## config.mk

```make
export PLATFORM = sky130hd
export DESIGN_NAME = reorder_receive_window
export DESIGN_NICKNAME = d
export VERILOG_FILES = /design/src/rtl/core/rrw_pkg.sv /design/src/rtl/core/rrw_ram.sv /design/src/rtl/core/rrw_ctrl.sv /design/src/rtl/core/reorder_receive_window.sv
export SDC_FILE = /design/constraint.sdc
export NUM_CORES = 1
export LEC_CHECK = 0
export ABC_AREA = 1
export BUFFER_PORTS_ARGS = -buffer_cell sky130_fd_sc_hd__buf_2
export CAP_MARGIN = 20
export CORE_ASPECT_RATIO = 1.75
export CORE_UTILIZATION = 57
export CTS_BUF_LIST = sky130_fd_sc_hd__clkbuf_16
export CTS_CLUSTER_DIAMETER = 50
export CTS_CLUSTER_SIZE = 30
export DETAILED_ROUTE_END_ITERATION = 6
export PLACE_DENSITY = 0.78
export SLEW_MARGIN = 40
export SYNTH_ARGS = -nofsm -noshare
export SYNTH_HDL_FRONTEND = slang
export SYNTH_HIERARCHICAL = 1
export SYNTH_SLANG_ARGS = --single-unit
```

## constraint.sdc

```tcl
create_clock -name clk -period 7.4 [get_ports clk]
set_input_delay 1.48 -clock clk [delete_from_list [all_inputs] [get_ports clk]]
set_output_delay 1.48 -clock clk [all_outputs]
set_load 0.05 [all_outputs]
```

## src/rtl/core/rrw_pkg.sv

```systemverilog
// shared types and constants of the receive reorder window
package rrw_pkg;

  // window size is a power of two so a slot is the low bits of a sequence
  localparam int WIN_LOG2 = 4;
  localparam int WINDOW   = 1 << WIN_LOG2;
  localparam int IDX_W    = WIN_LOG2;
  localparam int CNT_W    = WIN_LOG2 + 1;
  localparam int SEQ_W    = 32;
  localparam int HDL_W    = 16;
  localparam int KIND_W   = 4;
  localparam int OP_W     = 2;

  typedef enum logic [OP_W-1:0] {
    OP_PUT     = 2'd0,
    OP_DELIVER = 2'd1,
    OP_PROBE   = 2'd2,
    OP_REPORT  = 2'd3
  } op_t;

  typedef enum logic [KIND_W-1:0] {
    KIND_DELIVERED = 4'd0,
    KIND_STORED    = 4'd1,
    KIND_DUP       = 4'd2,
    KIND_BEYOND    = 4'd3,
    KIND_NOTHING   = 4'd4,
    KIND_DONE      = 4'd5,
    KIND_MISSING   = 4'd6,
    KIND_NONE      = 4'd7,
    KIND_BASE      = 4'd8
  } kind_t;

  typedef struct packed {
    logic             vld;
    kind_t            kind;
    logic [SEQ_W-1:0] seq_low;
    logic [SEQ_W-1:0] seq_high;
    logic [HDL_W-1:0] handle;
    logic             last;
  } res_t;

endpackage

```

## src/rtl/core/rrw_ram.sv

```systemverilog
// handle store: one write port, one registered read port
module rrw_ram #(
  parameter int DEPTH = 16,
  parameter int WIDTH = 16
) (
  input  logic                     clk,
  input  logic                     we,
  input  logic [$clog2(DEPTH)-1:0] waddr,
  input  logic [WIDTH-1:0]         wdata,
  input  logic                     re,
  input  logic [$clog2(DEPTH)-1:0] raddr,
  output logic [WIDTH-1:0]         rdata
);

  logic [WIDTH-1:0] mem [DEPTH];
  logic [WIDTH-1:0] rdata_r;

  always_ff @(posedge clk) begin
    if (we) begin
      mem[waddr] <= wdata;
    end
  end

  always_ff @(posedge clk) begin
    if (re) begin
      rdata_r <= mem[raddr];
    end
  end

  assign rdata = rdata_r;

endmodule

```

## src/rtl/core/rrw_ctrl.sv

```systemverilog
// window sequencer: valid bits, base sequence, delivery walk, probe scan, base advance
module rrw_ctrl (
  input  logic                          clk,
  input  logic                          rst_n,
  input  logic                          in_valid,
  output logic                          in_ready,
  input  logic [rrw_pkg::OP_W-1:0]      in_operation,
  input  logic [rrw_pkg::SEQ_W-1:0]     in_seq,
  input  logic [rrw_pkg::HDL_W-1:0]     in_packet_handle,
  input  logic                          out_free,
  output rrw_pkg::res_t                 res,
  output logic                          ram_we,
  output logic [rrw_pkg::IDX_W-1:0]     ram_waddr,
  output logic [rrw_pkg::HDL_W-1:0]     ram_wdata,
  output logic                          ram_re,
  output logic [rrw_pkg::IDX_W-1:0]     ram_raddr,
  input  logic [rrw_pkg::HDL_W-1:0]     ram_rdata
);

  typedef enum logic [2:0] {
    ST_IDLE,
    ST_RUN,
    ST_TAIL,
    ST_SCAN_GAP,
    ST_SCAN_END,
    ST_CLEAR,
    ST_FIN
  } state_t;

  localparam logic [rrw_pkg::CNT_W-1:0] K_WIN = rrw_pkg::CNT_W'(rrw_pkg::WINDOW);
  localparam logic [rrw_pkg::CNT_W-1:0] K_ONE = rrw_pkg::CNT_W'(1);

  state_t                        state_r, state_nxt;
  rrw_pkg::op_t                  op_r, op_nxt;
  logic [rrw_pkg::SEQ_W-1:0]     seq_r, seq_nxt;
  logic [rrw_pkg::HDL_W-1:0]     hdl_r, hdl_nxt;
  logic [rrw_pkg::SEQ_W-1:0]     ne_r, ne_nxt;
  logic [rrw_pkg::WINDOW-1:0]    valid_r, valid_nxt;
  logic [rrw_pkg::CNT_W-1:0]     k_r, k_nxt;
  logic [rrw_pkg::CNT_W-1:0]     gap_r, gap_nxt;
  logic [rrw_pkg::CNT_W-1:0]     adv_r, adv_nxt;
  logic                          rd_pend_r, rd_pend_nxt;
  logic [rrw_pkg::SEQ_W-1:0]     pend_seq_r, pend_seq_nxt;
  rrw_pkg::kind_t                fin_kind_r, fin_kind_nxt;
  logic [rrw_pkg::SEQ_W-1:0]     fin_lo_r, fin_lo_nxt;
  logic [rrw_pkg::SEQ_W-1:0]     fin_hi_r, fin_hi_nxt;

  logic [rrw_pkg::IDX_W-1:0]     head_idx;
  logic [rrw_pkg::IDX_W-1:0]     scan_idx;
  logic [rrw_pkg::SEQ_W-1:0]     in_off;
  logic [rrw_pkg::SEQ_W-1:0]     tail_off;
  logic                          k_full;
  logic                          load_pend;
  logic                          can_issue;
  logic                          emit_fin;

  assign head_idx  = ne_r[rrw_pkg::IDX_W-1:0];
  assign scan_idx  = ne_r[rrw_pkg::IDX_W-1:0] + k_r[rrw_pkg::IDX_W-1:0];
  assign in_off    = in_seq - ne_r;
  assign tail_off  = seq_r - ne_r;
  assign k_full    = (k_r == K_WIN);
  // a read word waiting in the ram output moves on when the output register frees
  assign load_pend = rd_pend_r && out_free;
  assign can_issue = !rd_pend_r || load_pend;
  assign emit_fin  = (state_r == ST_FIN) && !rd_pend_r && out_free;
  assign in_ready  = (state_r == ST_IDLE);

  always_comb begin
    state_nxt    = state_r;
    op_nxt       = op_r;
    seq_nxt      = seq_r;
    hdl_nxt      = hdl_r;
    ne_nxt       = ne_r;
    valid_nxt    = valid_r;
    k_nxt        = k_r;
    gap_nxt      = gap_r;
    adv_nxt      = adv_r;
    pend_seq_nxt = pend_seq_r;
    fin_kind_nxt = fin_kind_r;
    fin_lo_nxt   = fin_lo_r;
    fin_hi_nxt   = fin_hi_r;
    ram_we       = 1'b0;
    ram_waddr    = seq_r[rrw_pkg::IDX_W-1:0];
    ram_wdata    = hdl_r;
    ram_re       = 1'b0;
    ram_raddr    = head_idx;

    case (state_r)
      ST_IDLE: begin
        if (in_valid) begin
          op_nxt     = rrw_pkg::op_t'(in_operation);
          seq_nxt    = in_seq;
          hdl_nxt    = in_packet_handle;
          k_nxt      = '0;
          fin_hi_nxt = '0;
          case (rrw_pkg::op_t'(in_operation))
            rrw_pkg::OP_PUT: begin
              if (in_seq < ne_r) begin
                fin_kind_nxt = rrw_pkg::KIND_DUP;
                fin_lo_nxt   = in_seq;
                state_nxt    = ST_FIN;
              end else if (in_off[rrw_pkg::SEQ_W-1:rrw_pkg::IDX_W] != '0) begin
                state_nxt = ST_RUN;
              end else begin
                state_nxt = ST_TAIL;
              end
            end
            rrw_pkg::OP_DELIVER: begin
              if (valid_r[head_idx]) begin
                state_nxt = ST_RUN;
              end else begin
                fin_kind_nxt = rrw_pkg::KIND_NOTHING;
                fin_lo_nxt   = ne_r;
                state_nxt    = ST_FIN;
              end
            end
            rrw_pkg::OP_PROBE: begin
              state_nxt = ST_SCAN_GAP;
            end
            rrw_pkg::OP_REPORT: begin
              if (ne_r < in_seq) begin
                adv_nxt   = (in_off >= rrw_pkg::SEQ_W'(rrw_pkg::WINDOW)) ? K_WIN
                                                                        : in_off[rrw_pkg::CNT_W-1:0];
                state_nxt = ST_CLEAR;
              end else begin
                fin_kind_nxt = rrw_pkg::KIND_BASE;
                fin_lo_nxt   = ne_r;
                state_nxt    = ST_FIN;
              end
            end
            default: begin
              state_nxt = ST_IDLE;
            end
          endcase
        end
      end

      ST_RUN: begin
        if (k_full || !valid_r[head_idx]) begin
          if (op_r == rrw_pkg::OP_PUT) begin
            state_nxt = ST_TAIL;
          end else begin
            fin_kind_nxt = rrw_pkg::KIND_DONE;
            fin_lo_nxt   = ne_r;
            state_nxt    = ST_FIN;
          end
        end else if (can_issue) begin
          ram_re              = 1'b1;
          valid_nxt[head_idx] = 1'b0;
          pend_seq_nxt        = ne_r;
          ne_nxt              = ne_r + 32'd1;
          k_nxt               = k_r + K_ONE;
        end
      end

      ST_TAIL: begin
        fin_lo_nxt = seq_r;
        if (tail_off[rrw_pkg::SEQ_W-1:rrw_pkg::IDX_W] != '0) begin
          fin_kind_nxt = rrw_pkg::KIND_BEYOND;
        end else begin
          ram_we = 1'b1;
          valid_nxt[seq_r[rrw_pkg::IDX_W-1:0]] = 1'b1;
          fin_kind_nxt = rrw_pkg::KIND_STORED;
        end
        state_nxt = ST_FIN;
      end

      ST_SCAN_GAP: begin
        if (k_full) begin
          fin_kind_nxt = rrw_pkg::KIND_NONE;
          fin_lo_nxt   = ne_r;
          state_nxt    = ST_FIN;
        end else if (!valid_r[scan_idx]) begin
          gap_nxt   = k_r;
          k_nxt     = k_r + K_ONE;
          state_nxt = ST_SCAN_END;
        end else begin
          k_nxt = k_r + K_ONE;
        end
      end

      ST_SCAN_END: begin
        if (k_full || valid_r[scan_idx]) begin
          fin_kind_nxt = rrw_pkg::KIND_MISSING;
          fin_lo_nxt   = ne_r + rrw_pkg::SEQ_W'(gap_r);
          fin_hi_nxt   = ne_r + rrw_pkg::SEQ_W'(k_r) - 32'd1;
          state_nxt    = ST_FIN;
        end else begin
          k_nxt = k_r + K_ONE;
        end
      end

      ST_CLEAR: begin
        if (k_r == adv_r) begin
          ne_nxt       = seq_r;
          fin_kind_nxt = rrw_pkg::KIND_BASE;
          fin_lo_nxt   = seq_r;
          state_nxt    = ST_FIN;
        end else begin
          valid_nxt[scan_idx] = 1'b0;
          k_nxt = k_r + K_ONE;
        end
      end

      ST_FIN: begin
        if (emit_fin) begin
          state_nxt = ST_IDLE;
        end
      end

      default: begin
        state_nxt = ST_IDLE;
      end
    endcase

    if (ram_re) begin
      rd_pend_nxt = 1'b1;
    end else if (load_pend) begin
      rd_pend_nxt = 1'b0;
    end else begin
      rd_pend_nxt = rd_pend_r;
    end
  end

  // delivered words take priority; the closing word waits until none is in flight
  always_comb begin
    res = '0;
    if (load_pend) begin
      res.vld     = 1'b1;
      res.kind    = rrw_pkg::KIND_DELIVERED;
      res.seq_low = pend_seq_r;
      res.handle  = ram_rdata;
      res.last    = 1'b0;
    end else if (emit_fin) begin
      res.vld      = 1'b1;
      res.kind     = fin_kind_r;
      res.seq_low  = fin_lo_r;
      res.seq_high = fin_hi_r;
      res.last     = 1'b1;
    end
  end

  always_ff @(posedge clk) begin
    if (!rst_n) begin
      state_r   <= ST_IDLE;
      ne_r      <= '0;
      valid_r   <= '0;
      rd_pend_r <= 1'b0;
      k_r       <= '0;
    end else begin
      state_r   <= state_nxt;
      ne_r      <= ne_nxt;
      valid_r   <= valid_nxt;
      rd_pend_r <= rd_pend_nxt;
      k_r       <= k_nxt;
    end
  end

  always_ff @(posedge clk) begin
    op_r       <= op_nxt;
    seq_r      <= seq_nxt;
    hdl_r      <= hdl_nxt;
    gap_r      <= gap_nxt;
    adv_r      <= adv_nxt;
    pend_seq_r <= pend_seq_nxt;
    fin_kind_r <= fin_kind_nxt;
    fin_lo_r   <= fin_lo_nxt;
    fin_hi_r   <= fin_hi_nxt;
  end

  ap_issue_adv: assert property (@(posedge clk) disable iff (!rst_n)
    ram_re |=> (rd_pend_r && (ne_r == $past(ne_r) + 32'd1)))
    else $error("delivery read did not advance the base");

  ap_no_issue_over: assert property (@(posedge clk) disable iff (!rst_n)
    ram_re |-> (!rd_pend_r || load_pend))
    else $error("read issued over an unconsumed word");

  ap_last_drained: assert property (@(posedge clk) disable iff (!rst_n)
    (res.vld && res.last) |-> (!rd_pend_r && !ram_re))
    else $error("closing word overtook a delivered word");

  ap_k_bound: assert property (@(posedge clk) disable iff (!rst_n)
    (k_r <= K_WIN) && ((state_r != ST_CLEAR) || ((adv_r != '0) && (adv_r <= K_WIN))))
    else $error("walk counter out of range");

  ap_write_alone: assert property (@(posedge clk) disable iff (!rst_n)
    ram_we |-> (!ram_re && (state_r == ST_TAIL)))
    else $error("handle write outside the store step");

endmodule

```

## src/rtl/core/reorder_receive_window.sv

```systemverilog
// top level of the receive reorder window: sequencer, handle ram, output register
//
//   channel   direction  ports
//   in_       input      in_valid/in_ready, in_operation, in_seq, in_packet_handle
//   out_      output     out_valid/out_ready, out_kind, out_seq_low, out_seq_high,
//                        out_handle, out_last
//
// one word at a time. a duplicate put, an empty deliver or a report at or below the base
// closes without a walk; a put inside the window stores its handle. a delivery, and a put
// past the window end before it is stored or refused, walk the filled slots from the base,
// the single read port of the handle ram reading one slot a cycle while the output is not
// stalled. a probe scans for the first gap and its end; a report clears the slots it skips.
// synchronous reset empties the window and sets the base to zero; no clearing pass.
// a stalled output holds the delivery walk; a new word is taken while the last result waits.
module reorder_receive_window (
  input  logic                      clk,
  input  logic                      rst_n,
  input  logic                      in_valid,
  output logic                      in_ready,
  input  logic [rrw_pkg::OP_W-1:0]  in_operation,
  input  logic [rrw_pkg::SEQ_W-1:0] in_seq,
  input  logic [rrw_pkg::HDL_W-1:0] in_packet_handle,
  output logic                      out_valid,
  input  logic                      out_ready,
  output logic [rrw_pkg::KIND_W-1:0] out_kind,
  output logic [rrw_pkg::SEQ_W-1:0] out_seq_low,
  output logic [rrw_pkg::SEQ_W-1:0] out_seq_high,
  output logic [rrw_pkg::HDL_W-1:0] out_handle,
  output logic                      out_last
);

  rrw_pkg::res_t                 res;
  logic                          out_free;
  logic                          ram_we;
  logic [rrw_pkg::IDX_W-1:0]     ram_waddr;
  logic [rrw_pkg::HDL_W-1:0]     ram_wdata;
  logic                          ram_re;
  logic [rrw_pkg::IDX_W-1:0]     ram_raddr;
  logic [rrw_pkg::HDL_W-1:0]     ram_rdata;

  logic                          out_valid_r;
  rrw_pkg::res_t                 out_r;

  assign out_free = !out_valid_r || out_ready;

  rrw_ctrl u_ctrl (
    .clk              (clk),
    .rst_n            (rst_n),
    .in_valid         (in_valid),
    .in_ready         (in_ready),
    .in_operation     (in_operation),
    .in_seq           (in_seq),
    .in_packet_handle (in_packet_handle),
    .out_free         (out_free),
    .res              (res),
    .ram_we           (ram_we),
    .ram_waddr        (ram_waddr),
    .ram_wdata        (ram_wdata),
    .ram_re           (ram_re),
    .ram_raddr        (ram_raddr),
    .ram_rdata        (ram_rdata)
  );

  rrw_ram #(
    .DEPTH (rrw_pkg::WINDOW),
    .WIDTH (rrw_pkg::HDL_W)
  ) u_ram (
    .clk   (clk),
    .we    (ram_we),
    .waddr (ram_waddr),
    .wdata (ram_wdata),
    .re    (ram_re),
    .raddr (ram_raddr),
    .rdata (ram_rdata)
  );

  always_ff @(posedge clk) begin
    if (!rst_n) begin
      out_valid_r <= 1'b0;
    end else if (out_free) begin
      out_valid_r <= res.vld;
    end
  end

  always_ff @(posedge clk) begin
    if (out_free && res.vld) begin
      out_r <= res;
    end
  end

  assign out_valid    = out_valid_r;
  assign out_kind     = out_r.kind;
  assign out_seq_low  = out_r.seq_low;
  assign out_seq_high = out_r.seq_high;
  assign out_handle   = out_r.handle;
  assign out_last     = out_r.last;

endmodule
```

==> parameters.txt <==
Parameter                              Value

Clocking
  Sinks on the clock net    between 500 and 600
  Skew-Pair Late Insertion Delay    approximately 0.6 ns
  Maximum buffer depth of the clock tree    3
  Number of instances resized during post-cts repair    0
  Root buffer cell    clkbuf_16
  Number of buffers added by the clock tree synthesis step    36
  Clock slew seen by the registers of the worst setup and hold paths    around 0.10 ns
  Number of buffers added to fix hold violations after cts    0
  Number of buffers added for setup after CTS    0
  TritonCTS clock tree    yes
  H-tree level count    2

Global routing
  Initial antenna violation count    0
  Maximum number of pins on one net before global-route repair    about 80
  Overall routing resource usage    between 30% and 40%
  Vias in the first global route    27.3k
  Global-route wire length before repair    about 150 mm
  Overflow left after global routing    0

Route
  Per-cell routed wire length    21.6 um
  Detail Route Antenna Nets    0
  Total via count after detailed routing    approximately 28k
  Post-detailed-route via-to-cell ratio    between 5 and 6
  Routed wire length    roughly 100 mm
  Drt pass-1 iters    6
  Total DRC errors in the routed layout    0
  1st-iter DRT viols    about 2.6k

Power
  Leakage Power    about 16 nW
  Worst vdd rail ir drop    approximately 0.25 mV
  Share of power burned in the clock network    a little over 20%
  Int Power    roughly 6.6 mW
  Switching part of the total    ~43%
  Power density over the cells    328 nW/um2
  Register share of total power    approximately two fifths
  Switching power total    roughly 5.0 mW
  Share of total power in combinational logic    40.5%

Floorplan
  Site Rows    115
  Die height    between 300 and 400 um
  Num ports    approximately 140
  CORE AREA    56400 um2
  Initial core utilization    57.9%
  Total die area    a little under 60000 um2
  Die outline width    roughly 180 um

Timing
  Total negative slack for setup checks    0 ns
  Number of failing setup endpoints in the final timing report    0
  Final Hold Fails    0
  Worst hold slack    roughly 0.5 ns
  Part of the cycle the worst path needs    approximately 64%
  Min Tclk post-route    roughly 4.7 ns
  Unrepaired setup endpoints after global routing    no
  Slew Limit Fails    0
  Relative slew slack    41.1%
  Worst clock skew    0.0378 ns
  Top achievable clock speed    ~210 MHz
  Slew @ Worst Pin    about 0.88 ns

Yosys
  Number of warnings issued by yosys    6
  Share of synthesized flip-flops with an asynchronous set or reset    0%
  Total standard cell area after synthesis    32700 um2
  Flop and latch count out of synthesis    about 580
  Count of different cell masters after synthesis    between 50 and 60
  Mapped Avg Cell Area    ~8.4 um2
  Sequential element share of the synthesized area    approximately half
  Area share of the largest cell type after synthesis    47.5%
  Syn Inst Count    about 3.9k
  Most used standard cell by instance count after synthesis    nand2_1
  Post-synth EDFFs    roughly 520
  Commonest cells in the netlist    nand2_1 (1065), inv_1 (632), edfxtp_1 (517), nand3_1 (335), nor2_1 (330)
  Synthesized netlist net count    around 4.1k
  Most instantiated flip-flop cell in the synthesis netlist    edfxtp_1
  Library cell occupying the most area in the post-synthesis netlist    edfxtp_1
  Top area cells in the synthesized netlist    edfxtp_1 (48%), nand2_1 (12%), inv_1 (7.3%)

Run status
  Run status    completed

Final layout
  Area of the multi-input gates    around 13000 um2
  Total number of nets in the final design    ~4.2k
  Number of fill cells    approximately 5k
  P&R area growth vs syn    8.67%
  Count of inserted antenna diode cells    0
  Area taken by flip-flops and latches    ~17000 um2
  Share of layout cells above drive strength 1    7.40%

Setup path
  Element type at the critical path start    flop
  Worst Setup End Kind    flop
  Data required time of the critical path    roughly 7.7 ns
  Library cell contributing the largest single delay on the critical path    ha_1
  CP arrival    between 4 and 5 ns
  Critical-path maximum fanout    16
  Worst Path Class, Setup    reg2reg
  CP peak stage delay    just over 0.6 ns
  Crit-path cells    inv_1 -> ha_1 -> nand2_1 -> nor2_1 -> inv_1 -> nor4_1 -> nand3_1 -> nand2_1 -> nand2_1 -> nand2_1 -> nand3_1 -> nor2_1 -> nand3_2 -> nor2_1 -> nand3b_1 -> nor2_1 -> buf_4

Place
  Total of buffers placed on input and output ports    140
  Routability Congestion    0.977
  Final HPWL DP    74.4 mm

Job
  Max-capacitance violation count    0

Min path
  Hold Crit Class    reg2reg
[critical path, delay by kind of cell (launching register included)]
family	cells	cell delay, ns
flops	1	0.56
fa+ha+maj	1	0.61
simple gates	13	2.41
buf+inv	3	0.78
[sequential cells by signal (all words and copies together), names as in the netlist, 16 cells and up]
| register | count |
|---|---|
| u_ram/mem | 256 |
| out_seq_high | 32 |
| out_seq_low | 32 |
| u_ctrl/fin_hi_r | 32 |
| u_ctrl/fin_lo_r | 32 |
| u_ctrl/ne_r | 32 |
| u_ctrl/pend_seq_r | 32 |
| u_ctrl/seq_r | 32 |
| out_handle | 16 |
| u_ctrl/ram_wdata | 16 |
| u_ctrl/valid_r | 16 |
| u_ram/rdata | 16 |
[layout make-up]
cell class | count | share of cell area (%)
multi-input combinational | 2550 | 36.6
clock inverter | 26 | 1.22
timing repair buffer | 185 | 2.98
sequential | 575 | 47.0
tap | 760 | 2.68
inverter | 642 | 6.79
clock buffer | 38 | 2.68
[final timing paths]
path | cells past startpoint | to | slack, ns | startpoint
max | 17 | u_ram/mem[8][15] | 2.68 | u_ctrl/ne_r[25]
min reg2reg | 2 | u_ctrl/state_r[0] | 0.51 | u_ctrl/state_r[0]
min | 2 | u_ctrl/state_r[0] | 0.51 | u_ctrl/state_r[0]
max reg2reg | 17 | u_ram/mem[8][15] | 2.68 | u_ctrl/ne_r[25]
[per-layer routing]
metal,track usage (%),wire [um]
met2,63.7,52900
met3,4.75,7160
met1,37.3,34400
met4,26.7,8720
met5,0,0
[power by group through the flow]
| stage | sequential [mW] | clock, mW | combinational, mW |
|---|---|---|---|
| after detailed placement | 4.61 | 0 | 4.55 |
| final | 4.55 | 2.38 | 4.71 |
| after CTS | 4.54 | 2.41 | 4.59 |
| after floorplan | 4.63 | 0 | 3.13 |
| after global routing | 4.58 | 2.51 | 5.16 |
| after global placement | 4.59 | 0 | 4.47 |
[cell families after synthesis]
family                     synth area share [%]
AOI/OAI and AO/OA                          9.68
xor gates and xnor gates                   1.13
adders and majority gates                  5.61
buffers and inverters                      9.30
DFF                                        51.1
muxes                                    0.0306
and+or+nand+nor                            23.2
[layout by cell type (no fill, tap or decap), drive strengths merged, types with 3 or more instances in the layout]
cell	Yosys	final
or2	3	3
a21boi	5	5
o21ai	177	177
fa	4	4
dfxtp	58	58
clkinv	4	17
o21a	10	10
xor2	31	31
nand2	1077	1077
edfxtp	517	517
o21bai	7	7
nand3b	7	7
o2111ai	29	29
buf	64	185
a22oi	4	4
a31oi	24	24
inv	638	650
xnor2	11	11
ha	140	140
a311oi	5	5
nand3	336	336
nand4	22	22
nor3	41	41
o22ai	9	9
a21o	8	8
a32o	34	34
nor2	340	340
nor4	3	3
a211oi	7	7
a21oi	187	187
and2	5	5
a32oi	3	3
a221oi	11	11
clkbuf	60	38
[metrics by stage]
stage	setup WS, ns	power (mW)	instance area [um2]	cells	utilization (%)
floorplan	0.282	7.76	32700	3891	-
global placement	2.69	9.06	34100	4710	60.4
CTS	2.82	11.5	35500	4776	63.0
finish	2.68	11.6	35500	4776	63.0
detailed placement	2.68	9.16	34100	4712	60.5
global route	2.62	12.3	35500	4776	63.0
Note: power is estimated with default switching activity, not from simulation.
